--- src/hdl/crcrd_pkg.sv ---
package crcrd_pkg;

  // Frame geometry
  localparam int WINDOW_WORDS = 16;
  localparam int WIN_AW = (WINDOW_WORDS > 1) ? $clog2(WINDOW_WORDS) : 1;
  localparam int POS_W = 9;
  localparam logic [POS_W-1:0] PAYLOAD_END = POS_W'(2 + 4 * WINDOW_WORDS);

  // CRC-16/CCITT-FALSE
  localparam logic [15:0] CRC_INIT = 16'hFFFF;
  localparam logic [15:0] CRC_POLY = 16'h1021;
  localparam logic [15:0] CRC_TOP = 16'h8000;

  // Result status codes
  localparam logic [1:0] ST_GOOD = 2'd0;
  localparam logic [1:0] ST_HEADER = 2'd1;
  localparam logic [1:0] ST_CRC = 2'd2;
  localparam logic [1:0] ST_TIMEOUT = 2'd3;

  // Input command codes
  localparam logic CMD_BYTE = 1'b0;
  localparam logic CMD_TIMEOUT = 1'b1;

  // Configuration register indexes
  localparam logic REG_HEADER_FIRST = 1'b0;
  localparam logic REG_HEADER_SECOND = 1'b1;

  typedef struct packed {
    logic       command;
    logic [7:0] rx_byte;
  } in_item_t;

  typedef struct packed {
    logic [1:0]  status;
    logic [15:0] cycle_number;
    logic [5:0]  word_index;
    logic [31:0] word_value;
    logic        last;
  } out_item_t;

  // Control from the sequencer to the CRC unit
  typedef struct packed {
    logic start;
    logic seed;
  } crc_ctl_t;

endpackage

--- src/hdl/crc_checked_request_deframer.sv ---
// CRC-checked request deframer.
// in channel (in_valid/in_ready/in_data): one transfer per received byte
// or receive timeout. The block hunts two header bytes (registers 0 and 1
// on the cfg channel), then takes a 16-bit cycle number, WINDOW_WORDS
// 32-bit words and a 16-bit CRC, all little-endian. CRC-16/CCITT-FALSE
// covers header, cycle number and payload.
// out channel: on a CRC match, WINDOW_WORDS results (status 0, last set on
// the final one); a header mismatch, CRC mismatch or timeout gives one
// status result with last set.
// A byte that enters the CRC is accepted, then takes eight steps in the
// bit-serial CRC unit, and the block waits to see the unit idle before
// it takes the next byte; the low CRC byte is taken with no such wait.
// in_ready is low while the CRC unit runs and while results are pending.
// A good-frame word goes through a registered window read, then output;
// a status result goes straight to output. A stalled out_ready simply
// holds the result, and the block accepts nothing until the whole run is
// delivered.
// Reset returns to hunting the first header byte with both header
// registers at zero; the window store needs no clearing since a good frame
// rewrites every word before they are sent.
module crc_checked_request_deframer (
  input  logic                   clk,
  input  logic                   rst,
  input  logic                   in_valid,
  output logic                   in_ready,
  input  crcrd_pkg::in_item_t    in_data,
  output logic                   out_valid,
  input  logic                   out_ready,
  output crcrd_pkg::out_item_t   out_data,
  input  logic                   cfg_valid,
  output logic                   cfg_ready,
  input  logic                   cfg_index,
  input  logic [7:0]             cfg_data
);

  typedef enum logic [2:0] {S_IDLE, S_CRC, S_READ, S_OUT} state_t;
  typedef enum logic [1:0] {PH_FIRST, PH_SECOND, PH_BODY} phase_t;

  state_t state;
  phase_t phase;

  logic [7:0] header_first;
  logic [7:0] header_second;
  logic [crcrd_pkg::POS_W-1:0] byte_pos;
  logic [7:0]  crc_low;
  logic [15:0] held_cycle;
  logic [23:0] word_asm;
  logic [crcrd_pkg::WIN_AW-1:0] k;
  logic [1:0]  status;
  logic [31:0] rd_word;

  logic [31:0] window_store [crcrd_pkg::WINDOW_WORDS];

  logic accept;
  logic is_byte;
  logic [7:0] b;
  logic [crcrd_pkg::POS_W-1:0] off;
  logic [1:0] lane;
  logic [crcrd_pkg::WIN_AW-1:0] widx;
  logic body_pay;
  logic mem_we;
  logic last_k;
  crcrd_pkg::crc_ctl_t crc_ctl;
  logic [15:0] crc;
  logic crc_busy;

  assign in_ready = (state == S_IDLE);
  assign cfg_ready = 1'b1;
  assign accept = in_valid && in_ready;
  assign is_byte = (in_data.command == crcrd_pkg::CMD_BYTE);
  assign b = in_data.rx_byte;

  // Byte position decode within the payload
  assign off = byte_pos - crcrd_pkg::POS_W'(2);
  assign lane = off[1:0];
  assign widx = off[crcrd_pkg::WIN_AW+1:2];
  assign body_pay = (phase == PH_BODY) && (byte_pos < crcrd_pkg::PAYLOAD_END);
  assign mem_we = accept && is_byte && body_pay && (byte_pos >= crcrd_pkg::POS_W'(2))
                  && (lane == 2'd3);
  assign last_k = (k == crcrd_pkg::WIN_AW'(crcrd_pkg::WINDOW_WORDS - 1));

  // Bytes that go through the CRC
  always_comb begin
    crc_ctl.seed = (phase == PH_FIRST);
    crc_ctl.start = accept && is_byte &&
                    (((phase == PH_FIRST) && (b == header_first)) ||
                     ((phase == PH_SECOND) && (b == header_second)) || body_pay);
  end

  crcrd_crc_unit u_crc (
    .clk  (clk),
    .rst  (rst),
    .ctl  (crc_ctl),
    .data (b),
    .crc  (crc),
    .busy (crc_busy)
  );

  // Window store: one write port, registered read
  always_ff @(posedge clk) begin
    if (mem_we) begin
      window_store[widx] <= {b, word_asm};
    end
  end

  // Configuration registers
  always_ff @(posedge clk) begin
    if (rst) begin
      header_first <= '0;
      header_second <= '0;
    end else if (cfg_valid && cfg_ready) begin
      case (cfg_index)
        crcrd_pkg::REG_HEADER_FIRST: header_first <= cfg_data;
        crcrd_pkg::REG_HEADER_SECOND: header_second <= cfg_data;
        default: ;
      endcase
    end
  end

  // Sequencer
  always_ff @(posedge clk) begin
    if (rst) begin
      state <= S_IDLE;
      phase <= PH_FIRST;
      byte_pos <= '0;
      crc_low <= '0;
      held_cycle <= '0;
      word_asm <= '0;
      k <= '0;
      status <= crcrd_pkg::ST_GOOD;
      rd_word <= '0;
      out_valid <= 1'b0;
    end else begin
      case (state)
        S_IDLE: begin
          if (accept) begin
            if (!is_byte) begin
              status <= crcrd_pkg::ST_TIMEOUT;
              phase <= PH_FIRST;
              byte_pos <= '0;
              word_asm <= '0;
              crc_low <= '0;
              k <= '0;
              rd_word <= '0;
              out_valid <= 1'b1;
              state <= S_OUT;
            end else begin
              case (phase)
                PH_FIRST, PH_SECOND: begin
                  if ((phase == PH_FIRST) ? (b != header_first) : (b != header_second)) begin
                    status <= crcrd_pkg::ST_HEADER;
                    phase <= PH_FIRST;
                    byte_pos <= '0;
                    word_asm <= '0;
                    crc_low <= '0;
                    k <= '0;
                    rd_word <= '0;
                    out_valid <= 1'b1;
                    state <= S_OUT;
                  end else begin
                    phase <= (phase == PH_FIRST) ? PH_SECOND : PH_BODY;
                    byte_pos <= '0;
                    state <= S_CRC;
                  end
                end
                PH_BODY: begin
                  if (body_pay) begin
                    // cycle number, then word lanes
                    if (byte_pos == '0) begin
                      held_cycle <= {8'h00, b};
                    end else if (byte_pos == crcrd_pkg::POS_W'(1)) begin
                      held_cycle <= {b, held_cycle[7:0]};
                    end else begin
                      case (lane)
                        2'd0: word_asm <= {word_asm[23:8], b};
                        2'd1: word_asm <= {word_asm[23:16], b, word_asm[7:0]};
                        2'd2: word_asm <= {b, word_asm[15:0]};
                        default: word_asm <= '0;
                      endcase
                    end
                    byte_pos <= byte_pos + crcrd_pkg::POS_W'(1);
                    state <= S_CRC;
                  end else if (byte_pos == crcrd_pkg::PAYLOAD_END) begin
                    crc_low <= b;
                    byte_pos <= byte_pos + crcrd_pkg::POS_W'(1);
                  end else begin
                    // final CRC byte: check and start the run
                    phase <= PH_FIRST;
                    byte_pos <= '0;
                    word_asm <= '0;
                    crc_low <= '0;
                    k <= '0;
                    if ({b, crc_low} != crc) begin
                      status <= crcrd_pkg::ST_CRC;
                      rd_word <= '0;
                      out_valid <= 1'b1;
                      state <= S_OUT;
                    end else begin
                      status <= crcrd_pkg::ST_GOOD;
                      state <= S_READ;
                    end
                  end
                end
                default: begin
                  phase <= PH_FIRST;
                  byte_pos <= '0;
                  word_asm <= '0;
                  crc_low <= '0;
                end
              endcase
            end
          end
        end
        S_CRC: begin
          if (!crc_busy) begin
            state <= S_IDLE;
          end
        end
        S_READ: begin
          rd_word <= window_store[k];
          out_valid <= 1'b1;
          state <= S_OUT;
        end
        S_OUT: begin
          if (out_ready) begin
            out_valid <= 1'b0;
            if ((status != crcrd_pkg::ST_GOOD) || last_k) begin
              k <= '0;
              state <= S_IDLE;
            end else begin
              k <= k + crcrd_pkg::WIN_AW'(1);
              state <= S_READ;
            end
          end
        end
        default: state <= S_IDLE;
      endcase
    end
  end

  // Result fields
  always_comb begin
    out_data.status = status;
    out_data.cycle_number = (status == crcrd_pkg::ST_GOOD) ? held_cycle : 16'h0000;
    out_data.word_index = 6'(k);
    out_data.word_value = rd_word;
    out_data.last = (status != crcrd_pkg::ST_GOOD) || last_k;
  end

  assert property (@(posedge clk) disable iff (rst) in_ready |-> !out_valid)
    else $error("input taken while a result is pending");

  assert property (@(posedge clk) disable iff (rst)
                   (out_valid && (status != crcrd_pkg::ST_GOOD)) |-> (k == '0))
    else $error("status result with nonzero index");

  assert property (@(posedge clk) disable iff (rst) crc_busy |-> (state == S_CRC))
    else $error("crc running outside its wait state");

  assert property (@(posedge clk) disable iff (rst)
                   (out_valid && out_ready && !out_data.last) |=> (state == S_READ))
    else $error("run stopped before its last word");

endmodule

--- src/hdl/crcrd_crc_unit.sv ---
module crcrd_crc_unit (
  input  logic              clk,
  input  logic              rst,
  input  crcrd_pkg::crc_ctl_t ctl,
  input  logic [7:0]        data,
  output logic [15:0]       crc,
  output logic              busy
);

  logic [2:0]  bit_cnt;
  logic [15:0] base;

  // seed restarts the accumulator from the init value
  assign base = ctl.seed ? crcrd_pkg::CRC_INIT : crc;

  // One polynomial step per cycle, eight steps per byte
  always_ff @(posedge clk) begin
    if (rst) begin
      crc <= crcrd_pkg::CRC_INIT;
      busy <= 1'b0;
      bit_cnt <= '0;
    end else if (ctl.start) begin
      crc <= base ^ {data, 8'h00};
      busy <= 1'b1;
      bit_cnt <= '0;
    end else if (busy) begin
      if ((crc & crcrd_pkg::CRC_TOP) != 16'h0000) begin
        crc <= {crc[14:0], 1'b0} ^ crcrd_pkg::CRC_POLY;
      end else begin
        crc <= {crc[14:0], 1'b0};
      end
      bit_cnt <= bit_cnt + 3'd1;
      if (bit_cnt == 3'd7) begin
        busy <= 1'b0;
      end
    end
  end

  // A new byte only arrives once the previous one is folded in
  assert property (@(posedge clk) disable iff (rst) ctl.start |-> !busy)
    else $error("crc start while busy");

endmodule
--- config.mk ---
export PLATFORM = sky130hd
export DESIGN_NAME = crc_checked_request_deframer
export DESIGN_NICKNAME = d
export VERILOG_FILES = /design/src/hdl/crcrd_pkg.sv /design/src/hdl/crc_checked_request_deframer.sv /design/src/hdl/crcrd_crc_unit.sv
export SDC_FILE = /design/constraint.sdc
export NUM_CORES = 1
export LEC_CHECK = 0
export BUFFER_PORTS_ARGS = -buffer_cell sky130_fd_sc_hd__buf_2
export CORE_MARGIN = 3
export CORE_UTILIZATION = 28
export CTS_CLUSTER_SIZE = 12
export DETAILED_ROUTE_END_ITERATION = 6
export GPL_ROUTABILITY_DRIVEN = 0
export PLACE_DENSITY = 0.53
export SLEW_MARGIN = 0
export SYNTH_ARGS = -nofsm -noshare
export SYNTH_HDL_FRONTEND = slang
export SYNTH_SLANG_ARGS = --single-unit
--- constraint.sdc ---
create_clock -name clk -period 5.24 [get_ports clk]
set_input_delay 1.31 -clock clk [delete_from_list [all_inputs] [get_ports clk]]
set_output_delay 1.31 -clock clk [all_outputs]
set_load 0.01 [all_outputs]
* Word level (Yosys, flattened, before mapping)
Memory sizes are Yosys's and may differ from the RTL's. A register that Yosys moved wholly into a read port is not among the register bits.
Cells that the tools add are included.
** Word-level totals
- Bits in registers :: 137
- Latch bits :: 0
- Bits in writable memories :: 512
- ROM bits :: 0
- Input port bits :: 23
- Output and inout bits :: 60
- Word-level logic and storage cells :: 186
- Memories kept :: 1
** Memories
- window_store :: depth 16, width 32, rd ports 1, clocked after memory_dff 1, write ports 1, RTL line crc_checked_request_deframer.sv:52 : logic [31:0] window_store [crcrd_pkg::WINDOW_WORDS];
** Operators by class
- Add/subtract/negate cells :: 4
- Multiply operators :: 0
- Divide/modulo/power cells :: 0
- Magnitude comparators :: 2
- Eq/ne operators :: 35
- Shift operators :: 0
- Muxes and demuxes :: 81
- Bitwise logic cells :: 4
- Reductions and logical operators :: 41
** Operator list (number)
- 32-bit two-way mux :: 6
- 24-bit two-way mux :: 6
- 32-bit one-hot mux with 2 select lines :: 2
- 16-bit two-way mux :: 6
- 24-bit one-hot mux with 3 select lines :: 1
- 24-bit one-hot mux with 2 select lines :: 1
- 4-bit two-way mux :: 9
- 9-bit two-way mux :: 4
- 4-bit != test (second input constant) :: 9
- 8-bit two-way mux :: 4
- 8-bit AND reduction :: 4
- 2-bit two-way mux :: 12
- 3-bit two-way mux :: 6
- 6-bit AND reduction :: 3
- 8-bit == test :: 2
- 16-bit != test :: 1
- 8-bit != test :: 2
- 4-bit one-hot mux with 2 select lines :: 2
- 8-bit one-hot mux with 2 select lines :: 1
- 16-bit bitwise XOR :: 1
- 1-bit two-way mux :: 14
- 7-bit AND reduction :: 2
- 13-bit two-way mux :: 1
- 3-bit one-hot mux with 4 select lines :: 1
- 37 further kinds :: 67

* Longest topological paths before layout
Gate-level depths: netlist (run 1).
- Depth after elaboration :: 9
- Gate-level depth with buffers :: 10
- Gate-level depth less buffers :: 8

* Hierarchy
Synthesis (run 1) repeated with hierarchy kept, for this count alone.
** Unflattened totals
- Cells, all modules :: 1465
- Area, all modules :: 25754.7 µm²
** Modules (own cells, without submodules)
- crc_checked_request_deframer :: times used 1, cells each 1351, area each 24760.0 µm², seq. area each 17777.0 µm²
- crcrd_crc_unit :: times used 1, cells each 114, area each 994.7 µm², seq. area each 400.4 µm²

* Worst setup path after synthesis (run 1)
Ideal clock, no wire load.
- Path type :: input -> register
- Start point :: input port in_data[8] (netlist bit)
- End point :: memory window_store[13][0], enable pin
- Setup time :: 421 ps
- Arrival time :: 3819 ps
- Data required time :: 4819 ps
- Slack :: 1000 ps
- Stages on the path :: 7
- Path buffers :: 1
- Cells stage by stage :: clkbuf_1 -> nor3b_4 -> nand3_1 -> a211oi_1 -> nor2b_1 -> nand2_1 -> nor2_1
** On the way
- Word-level cells in the longest chain between the ends :: 7
** Ends and longest elaborated chain
- start, declared :: RTL line crc_checked_request_deframer.sv:26 : input crcrd_pkg::in_item_t in_data,
- 1-bit inverter (no source line)
- 1-bit logical AND (3 in a row) :: RTL line crc_checked_request_deframer.sv:78 : assign mem_we = accept && is_byte && body_pay && (byte_pos >= crcrd_pkg::POS_W'(2))
- 1-bit logical AND :: RTL line crc_checked_request_deframer.sv:79 : && (lane == 2'd3);
- 1-bit two-way mux :: RTL line crc_checked_request_deframer.sv:101 : if (mem_we) begin
- 1-bit two-way mux (implied by the code) :: RTL line crc_checked_request_deframer.sv:102 : window_store[widx] <= {b, word_asm};
- end, declared :: RTL line crc_checked_request_deframer.sv:52
No other way between the ends.

* Final worst setup path (run 1)
- Start point :: input port in_data[4] (netlist bit)
- End point :: register word_asm[15]
** On the way
- Word-level cells in the longest chain between the ends :: 4
- Elaborated cells on any way between the ends :: 5
- Those cells by class :: eq/ne: 3; mux: 1; reduce/logical: 1
** Ends and longest elaborated chain
- 8-bit != test :: RTL line crc_checked_request_deframer.sv:150 : if ((phase == PH_FIRST) ? (b != header_first) : (b != header_second)) begin
- 1-bit two-way mux (*) :: RTL line crc_checked_request_deframer.sv:150
- 3-bit != test (no source line) (*)
- 8-bit AND reduction (no source line) (*)
- end signal, assigned :: RTL line crc_checked_request_deframer.sv:175 : 2'd0: word_asm <= {word_asm[23:8], b};
- end signal, assigned :: RTL line crc_checked_request_deframer.sv:176 : 2'd1: word_asm <= {word_asm[23:16], b, word_asm[7:0]};
- end signal, assigned :: RTL line crc_checked_request_deframer.sv:177 : 2'd2: word_asm <= {b, word_asm[15:0]};
- end, declared :: RTL line crc_checked_request_deframer.sv:47 : logic [23:0] word_asm;
Every way passes the cells marked *; elsewhere a longest branch is shown, timed or not.
A chain may end at the register's enable or synchronous reset.

==> impl_summary.txt, run 1 <==
----------------------------------------------------
[Power and ir drop]
  Share of total power in the clock network ... 45.6%
  Net switching power ... 0.00227 W
  Seq pwr share ... 51.8%
  Switching part of the total power ... 21.2%
  Gate power share ... 2.6%
  Worst vdd ir ... 188 uV
  Static Leakage ... 9.46 nW
  P_int ... 0.00848 W
  Pwr dens ... 356 nW/um^2

[Place]
  Cell count after placement ... 2791
  Count of buffers inserted at the top-level ports ... 79
  Detailed-placement wirelength estimate ... 38.8 mm

[Detailed routing]
  Antenna-violating nets left ... 0
  Wire length after detailed routing ... 62.5 mm
  Average wire length per cell after detail routing ... 21.4 um
  Number of vias per cell ... 4.74
  Detailed Route Iter0 Violations ... 1195
  Detailed Routing Iterations Pass 1 ... 5
  Via count ... 13900
  DRC violation count after routing ... 0

[Clocking]
  Latest clock arrival within the worst-skew pair ... 0.62 ns
  Number of instances resized during post-cts repair ... 0
  Post-CTS Setup Bufs ... 0
  Post-cts hold buffer count ... 0
  Number of sinks handled by clock tree synthesis ... 652
  Number of clock buffers inserted by TritonCTS ... 73
  Max clock buf depth ... 3
  Clock Pin Slew Worst Setup and Hold Paths ... 0.05 ns
  Number of levels in the clock H-tree ... 3
  TritonCTS clock tree ... built
  Root cell of the clock tree ... clkbuf_16

[Logic synthesis]
  Syn Inst Count ... 1543
  Cell types with the largest area share after synthesis ... edfxtp_1 (59%), mux4_2 (14%), dfxtp_1 (11%), nand2_1 (2.6%), xnor2_1 (1.4%)
  Synth async-reset ratio ... 0%
  Dominant synthesized flop cell ... edfxtp_1
  Yosys cell types ... 68
  Cell area after technology mapping ... 25900 um^2
  Count of warnings emitted by yosys ... 0
  Synth top area share ... 59.3%
  Share of the yosys chip area belonging to registers ... 70.1%
  Number of storage elements in the synthesis netlist ... 652
  Average size of a mapped cell ... 16.8 um^2
  Number of flops mapped to enable cells by yosys ... 512
  Most repeated cell in the gate-level netlist after synthesis ... edfxtp_1
  Post-synthesis cell type with the largest combined area ... edfxtp_1
  List of most frequent post-synthesis cells ... edfxtp_1 (512), nand2_1 (177), mux4_2 (160)

[Final layout]
  Area added between synthesis and finish ... 16.5%
  Number of nets in the final layout ... 1668
  Post-route non-filler standard cell count ... 2924
  Share of post-route cells with drive strength above 1 ... 25.0%
  Reg area ... 18200 um^2
  Diodes inserted ... 0
  Filler cell count in the final layout ... 8660
  Multi-input logic area ... 7410 um^2

[GRT]
  Pin count of the biggest net entering global routing ... 83
  Total global-route track usage ... 13.0%
  Antenna violations before repair ... 5
  Vias in the first global route ... 14300
  Remaining Overflow, GRT ... 0
  Global-route wire length before repair ... 94.0 mm

[Setup path]
  Gate family responsible for the most delay along the worst path ... simple AND/OR/NAND/NOR gates
  Sequence of cells on the critical path ... buf_2, xnor2_1, nand4_1, a2bb2o_1, a21oi_2, nor3b_2, mux2i_1
  Crit-path max cell delay ... 0.79 ns
  Critical path launch point type ... input port
  Type of element capturing the critical path ... register
  Arrival time at the worst endpoint ... 4.14 ns
  Critical path fanouts, max ... 26
  Worst path buffer plus inverter count ... 1
  Slowest cell on the critical path ... nor3b_2
  Type of the setup path with the least slack ... in2reg
  Crit path required time ... 5.77 ns

[Timing]
  Setup TNS ... 0 ns
  Count of endpoints failing setup in the final report ... 0
  Worst clock skew on the final layout ... 0.0389 ns
  Setup repair after global routing missed its margin ... no
  Actual transition at the worst max-transition pin ... 1.08 ns
  Relative slew slack ... 28.2%
  Part of the cycle the worst path needs ... 68.8%
  Slew Limit Fails ... 0
  Fin crit period ... 3.60 ns
  Highest Clock Rate ... 278 MHz
  Hold Vio Cnt, Final ... 0

[Hold path]
  Hold Path Class ... reg2reg

[Floorplanning]
  Area enclosed by the die boundary ... 96300 um^2
  Total core area ... 91000 um^2
  Row cnt ... 110
  Total I/O pin count ... 83
  Horiz. Die Dim ... 310 um
  Starting Density ... 28.5%
  Vertical extent of the die ... 310 um

[Flow run]
  Max-capacitance violation count ... 0

[Outcome]
  Run status ... finished clean

----------------------------------------------------
[area by class of cell]
type	count	share of cell area (%)
clock buffers	108	6.81
multi-input cells	781	24.5
inverters	13	0.166
flip-flops and latches	652	60.2
clock inverters	25	0.886
well taps	1232	5.10
repair buffers	113	2.32
[registers in the layout, indices dropped and copies added, names as in the netlist, named ones only]
signal         count
window_store     512
rd_word           32
word_asm          24
held_cycle        16
u_crc.crc         16
byte_pos           9
crc_low            8
header_first       8
header_second      8
k                  4
u_crc.bit_cnt      3
phase              2
state              2
status             2
out_valid          1
u_crc.busy         1
[kinds of logic after synthesis]
group | count (synthesis) | share of synthesized area [%]
DFF | 652 | 70.1
and+or+nand+nor | 365 | 6.70
muxes | 191 | 15.1
AOI/OAI and AO/OA | 159 | 3.92
buffers and inverters | 111 | 1.87
xor gates and xnor gates | 52 | 1.76
adders and majority gates | 11 | 0.531
other | 2 | 0.0290
[power by group through the flow]
stage          clock network, W  registers [W]  logic, W
6_report                0.00491        0.00557  0.000277
5_1_grt                 0.00524        0.00557  0.000305
4_1_cts                 0.00504        0.00557  0.000282
3_3_place_gp                  0        0.00568  0.000278
2_1_floorplan                 0        0.00567  0.000174
3_5_place_dp                  0        0.00568  0.000281
[layer usage]
| metal | share of wire, % | global-route usage [%] | up-vias |
|---|---|---|---|
| met2 | 47 | 20.8 | 386 |
| met1 | 45 | 18.3 | 7189 |
| met3 | 5.6 | 2.55 | 93 |
| li1 | - | - | 6205 |
| met4 | 2.0 | 3.49 | 0 |
| met5 | 0 | 0 | - |
[placed cells by master, fill, tap and decap left out, types with 5 or more instances in the layout]
cell type,n
a21oi_1,42
a22oi_1,9
a31o_2,12
and2_1,20
and4_1,9
buf_2,79
buf_4,30
clkbuf_1,26
clkbuf_16,74
clkbuf_8,8
clkinv_1,6
clkinv_2,9
dfxtp_1,136
edfxtp_1,512
ha_1,11
inv_1,12
mux2i_1,31
mux4_2,160
nand2_1,177
nand3_1,26
nand4_1,17
nor2_1,44
nor2_4,16
nor2b_1,7
nor3_1,10
o211ai_1,9
o21ai_0,9
o21ai_1,40
o22ai_1,9
or3_1,5
xnor2_1,40
xor2_1,12
[final timing paths]
path                     from           end  slack, ns  cells past startpoint
setup / recovery   in_data[4]  word_asm[15]       1.64                      7
hold / removal    rd_word[10]   rd_word[10]       0.44                      2
setup reg to reg     phase[0]  word_asm[15]       1.85                      6
hold reg to reg   rd_word[10]   rd_word[10]       0.44                      2
[tightest hold or removal path, cell delays in order, from the launching register on]
cell,delay [ns]
dfxtp_1,0.30
nand2_1,0.05
o21ai_1,0.05
[per-stage QoR]
stage / hold WS (ns) / area (um^2) / util, % / worst slack (ns) / power [W]
finish: 0.443 / 30200 / 33.2 / 1.64 / 0.0108
global route: 0.459 / 30200 / 33.2 / 1.42 / 0.0111
CTS: 0.447 / 30200 / 33.2 / 1.68 / 0.0109
detailed placement: 0.440 / 27900 / 30.7 / 1.03 / 0.00596
global placement: 0.440 / 27900 / 30.7 / 1.07 / 0.00595
floorplan: 0.432 / 25900 / - / 1.00 / 0.00585
No activity file was read; power rests on OpenSTA's default activity.
==> run 2: changes to the inputs <==
Clock period 5.24 ns to 3.4 ns, I/O delays scaled along.
==> run 2 against run 1 <==
  * Sequential share of layout area decreased by 0.91 points
  * Non-clock buffer count increased by 35
  * Die area unchanged
  * Largest power group unchanged
==> impl_summary.txt, run 2 (synthesized netlist as in run 1, its figures left out) <==
----------------------------------------------------
[Setup path]
  Crit-path max cell delay ... 0.48 ns (was 0.79 ns)
  Crit path required time ... 3.69 ns (was 5.77 ns)
  R2r endpoint ... window_store[3][19] (was word_asm[15])
  Startpoint of the worst setup timing path ... byte_pos[3] (was in_data[4])
  Worst path buffer plus inverter count ... 2 (was 1)
  Critical R2R Launch ... byte_pos[3] (was phase[0])
  Slowest cell on the critical path ... nor3_2 (was nor3b_2)
  Sequence of cells on the critical path ... nor3_2, a31oi_1, a211oi_1, buf_4, and2_1, nand2_1, nor2_4, buf_4 (was buf_2, xnor2_1, nand4_1, a2bb2o_1, a21oi_2, nor3b_2, mux2i_1)
  R2R depth ... 8 (was 6)
  Critical path fanouts, max ... 12 (was 26)
  Stages on worst setup path ... 8 (was 7)
  Setup slack of the most critical reg-to-reg path ... 0.47 ns (was 1.85 ns)
  Arrival time at the worst endpoint ... 3.21 ns (was 4.14 ns)
  Critical path launch point type ... register (was input port)
  Type of the setup path with the least slack ... reg2reg (was in2reg)
  Cell repeated most along the worst path ... buf_4
  Gate family responsible for the most delay along the worst path ... simple AND/OR/NAND/NOR gates (unchanged)
  Type of element capturing the critical path ... register (unchanged)

[Power and ir drop]
  Total power ... 0.0166 W (was 0.0108 W)
  Switching part of the total power ... 20.7% (was 21.2%)
  Static Leakage ... 9.57 nW (was 9.46 nW)
  Pwr dens ... 540 nW/um^2 (was 356 nW/um^2)
  Worst vdd ir ... 335 uV (was 188 uV)
  Share of total power in the clock network ... 45.5% (was 45.6%)
  Gate power share ... 2.8% (was 2.6%)
  Seq pwr share ... 51.8% (about the same)
  Net switching power ... 0.00343 W (was 0.00227 W)
  P_int ... 0.0131 W (was 0.00848 W)

[Final layout]
  Register ranked first by flip-flop count ... window_store (unchanged)
  Area added between synthesis and finish ... 18.3% (was 16.5%)
  Number of nets in the final layout ... 1702 (was 1668)
  Flip-flop count of the largest register, all copies and words added ... 512 (unchanged)
  Share of post-route cells with drive strength above 1 ... 26.4% (was 25.0%)
  Most frequent cells in the layout ... edfxtp_1 (512), nand2_1 (177), mux4_2 (160), dfxtp_1 (136), buf_2 (79) (unchanged)
  Most common library cell in the layout ignoring fill and taps ... edfxtp_1 (unchanged)
  Top flop regs ... window_store: 512 flops, rd_word: 32 flops, word_asm: 24 flops (unchanged)
  Post-route non-filler standard cell count ... 2954 (was 2924)
  Cell area after layout ... 30700 um^2 (was 30200 um^2)

[Detailed routing]
  Via count ... 14000 (was 13900)
  Average wire length per cell after detail routing ... 20.8 um (was 21.4 um)
  Detailed Route Iter0 Violations ... 1152 (was 1195)
  Detailed Routing Iterations Pass 1 ... 5 (unchanged)
  Number of vias per cell ... 4.73 (was 4.74)
  DRC violation count after routing ... 0 (unchanged)
  Wire length after detailed routing ... 61.5 mm (was 62.5 mm)
  Antenna-violating nets left ... 0 (unchanged)

[Hold path]
  Hold wc startpoint ... rd_word[29] (was rd_word[10])
  Hold Path Class ... reg2reg (unchanged)
  Min-Delay Path Depth ... 2 (unchanged)
  Worst Hold Endpoint ... rd_word[29] (was rd_word[10])

[Clocking]
  Max clock buf depth ... 3 (unchanged)
  Latest clock arrival within the worst-skew pair ... 0.60 ns (was 0.62 ns)
  Number of clock buffers inserted by TritonCTS ... 72 (was 73)
  Clock Pin Slew Worst Setup and Hold Paths ... 0.06 ns (was 0.05 ns)
  Post-CTS Setup Bufs ... 0 (unchanged)
  Number of instances resized during post-cts repair ... 0 (unchanged)
  Number of sinks handled by clock tree synthesis ... 652 (unchanged)
  TritonCTS clock tree ... built (unchanged)
  Root cell of the clock tree ... clkbuf_16 (unchanged)
  Post-cts hold buffer count ... 0 (unchanged)
  Number of levels in the clock H-tree ... 3 (unchanged)

[Timing]
  Part of the cycle the worst path needs ... 86.1%
  Actual transition at the worst max-transition pin ... 1.14 ns (was 1.08 ns)
  Minimum hold slack ... 0.442 ns (was 0.443 ns)
  Relative slew slack ... 24.1% (was 28.2%)
  Highest Clock Rate ... 342 MHz
  Setup repair after global routing missed its margin ... no (unchanged)
  Fin worst setup slack ... 0.473 ns (was 1.64 ns)
  Fin crit period ... 2.93 ns
  Slew Limit Fails ... 0 (unchanged)
  Hold Vio Cnt, Final ... 0 (unchanged)
  Worst clock skew on the final layout ... 0.0180 ns (was 0.0389 ns)
  Count of endpoints failing setup in the final report ... 0 (unchanged)

[Place]
  Setup Slack @ Placement ... 0.240 ns (was 1.03 ns)
  Count of buffers inserted at the top-level ports ... 79 (unchanged)
  Detailed-placement wirelength estimate ... 40.4 mm (was 38.8 mm)
  Cell count after placement ... 2826 (was 2791)
  Placed standard-cell area ... 28400 um^2 (was 27900 um^2)

[Floorplanning]
  Starting Density ... 28.5% (unchanged)
  Horiz. Die Dim ... 310 um (unchanged)
  Total I/O pin count ... 83 (unchanged)
  Vertical extent of the die ... 310 um (unchanged)
  Row cnt ... 110 (unchanged)
  Total core area ... 91000 um^2 (unchanged)
  Area enclosed by the die boundary ... 96300 um^2 (unchanged)

[GRT]
  Pin count of the biggest net entering global routing ... 50 (was 83)
  Remaining Overflow, GRT ... 0 (unchanged)
  Global-route wire length before repair ... 91.9 mm (was 94.0 mm)
  Antenna violations before repair ... 2 (was 5)
  Total global-route track usage ... 12.8% (was 13.0%)
  Vias in the first global route ... 14100 (was 14300)

[Outcome]
  Run status ... finished clean (unchanged)

[Flow run]
  Max-capacitance violation count ... 0 (unchanged)

----------------------------------------------------
## run 2: worst max path at each step
stage	end	slack (ns)
5_1_grt	window_store[3][20]	0.27
3_5_place_dp	window_store[3][19]	0.24
4_1_cts	window_store[3][19]	0.48
3_3_place_gp	window_store[1][17]	0.27
6_report	window_store[3][19]	0.47
2_1_floorplan	window_store[13][0]	-0.38
## run 2: final cells by class
class,instances,area [um^2]
diodes,1,2.50
flip-flops and latches,652,18200
inverters,13,50.0
clock inverters,24,243
repair buffers,148,1200
multi-input cells,781,7410
clock buffers,103,2050
fillers,8627,60300
well taps,1232,1540
## run 2: power by group through the flow
stage	clock network, W	logic (W)	registers [W]
detailed placement	0	0.000471	0.00874
CTS	0.00774	0.000472	0.00858
global route	0.00805	0.000508	0.00858
floorplan	0	0.000267	0.00874
global placement	0	0.000461	0.00875
finish	0.00754	0.000459	0.00858
## run 2: tightest hold or removal path: cells and delay by family, from the launching register on
| kind | cells | cell delay, ns |
|---|---|---|
| simple gates | 1 | 0.05 |
| compound gates | 1 | 0.05 |
| flops | 1 | 0.30 |
## run 2: routing by layer
metal	share of wire [%]	global-route usage (%)	up-vias
met5	0	0	-
met4	1.7	2.82	0
met3	6.2	2.73	79
met2	44	18.8	403
met1	48	19.4	7212
li1	-	-	6277
## run 2: stage by stage
stage	TNS, ns	util (%)
after CTS	0	33.7
final	0	33.7
after floorplan	-163.57	-
after global placement	0	31.2
after detailed placement	0	31.2
after global routing	0	33.7
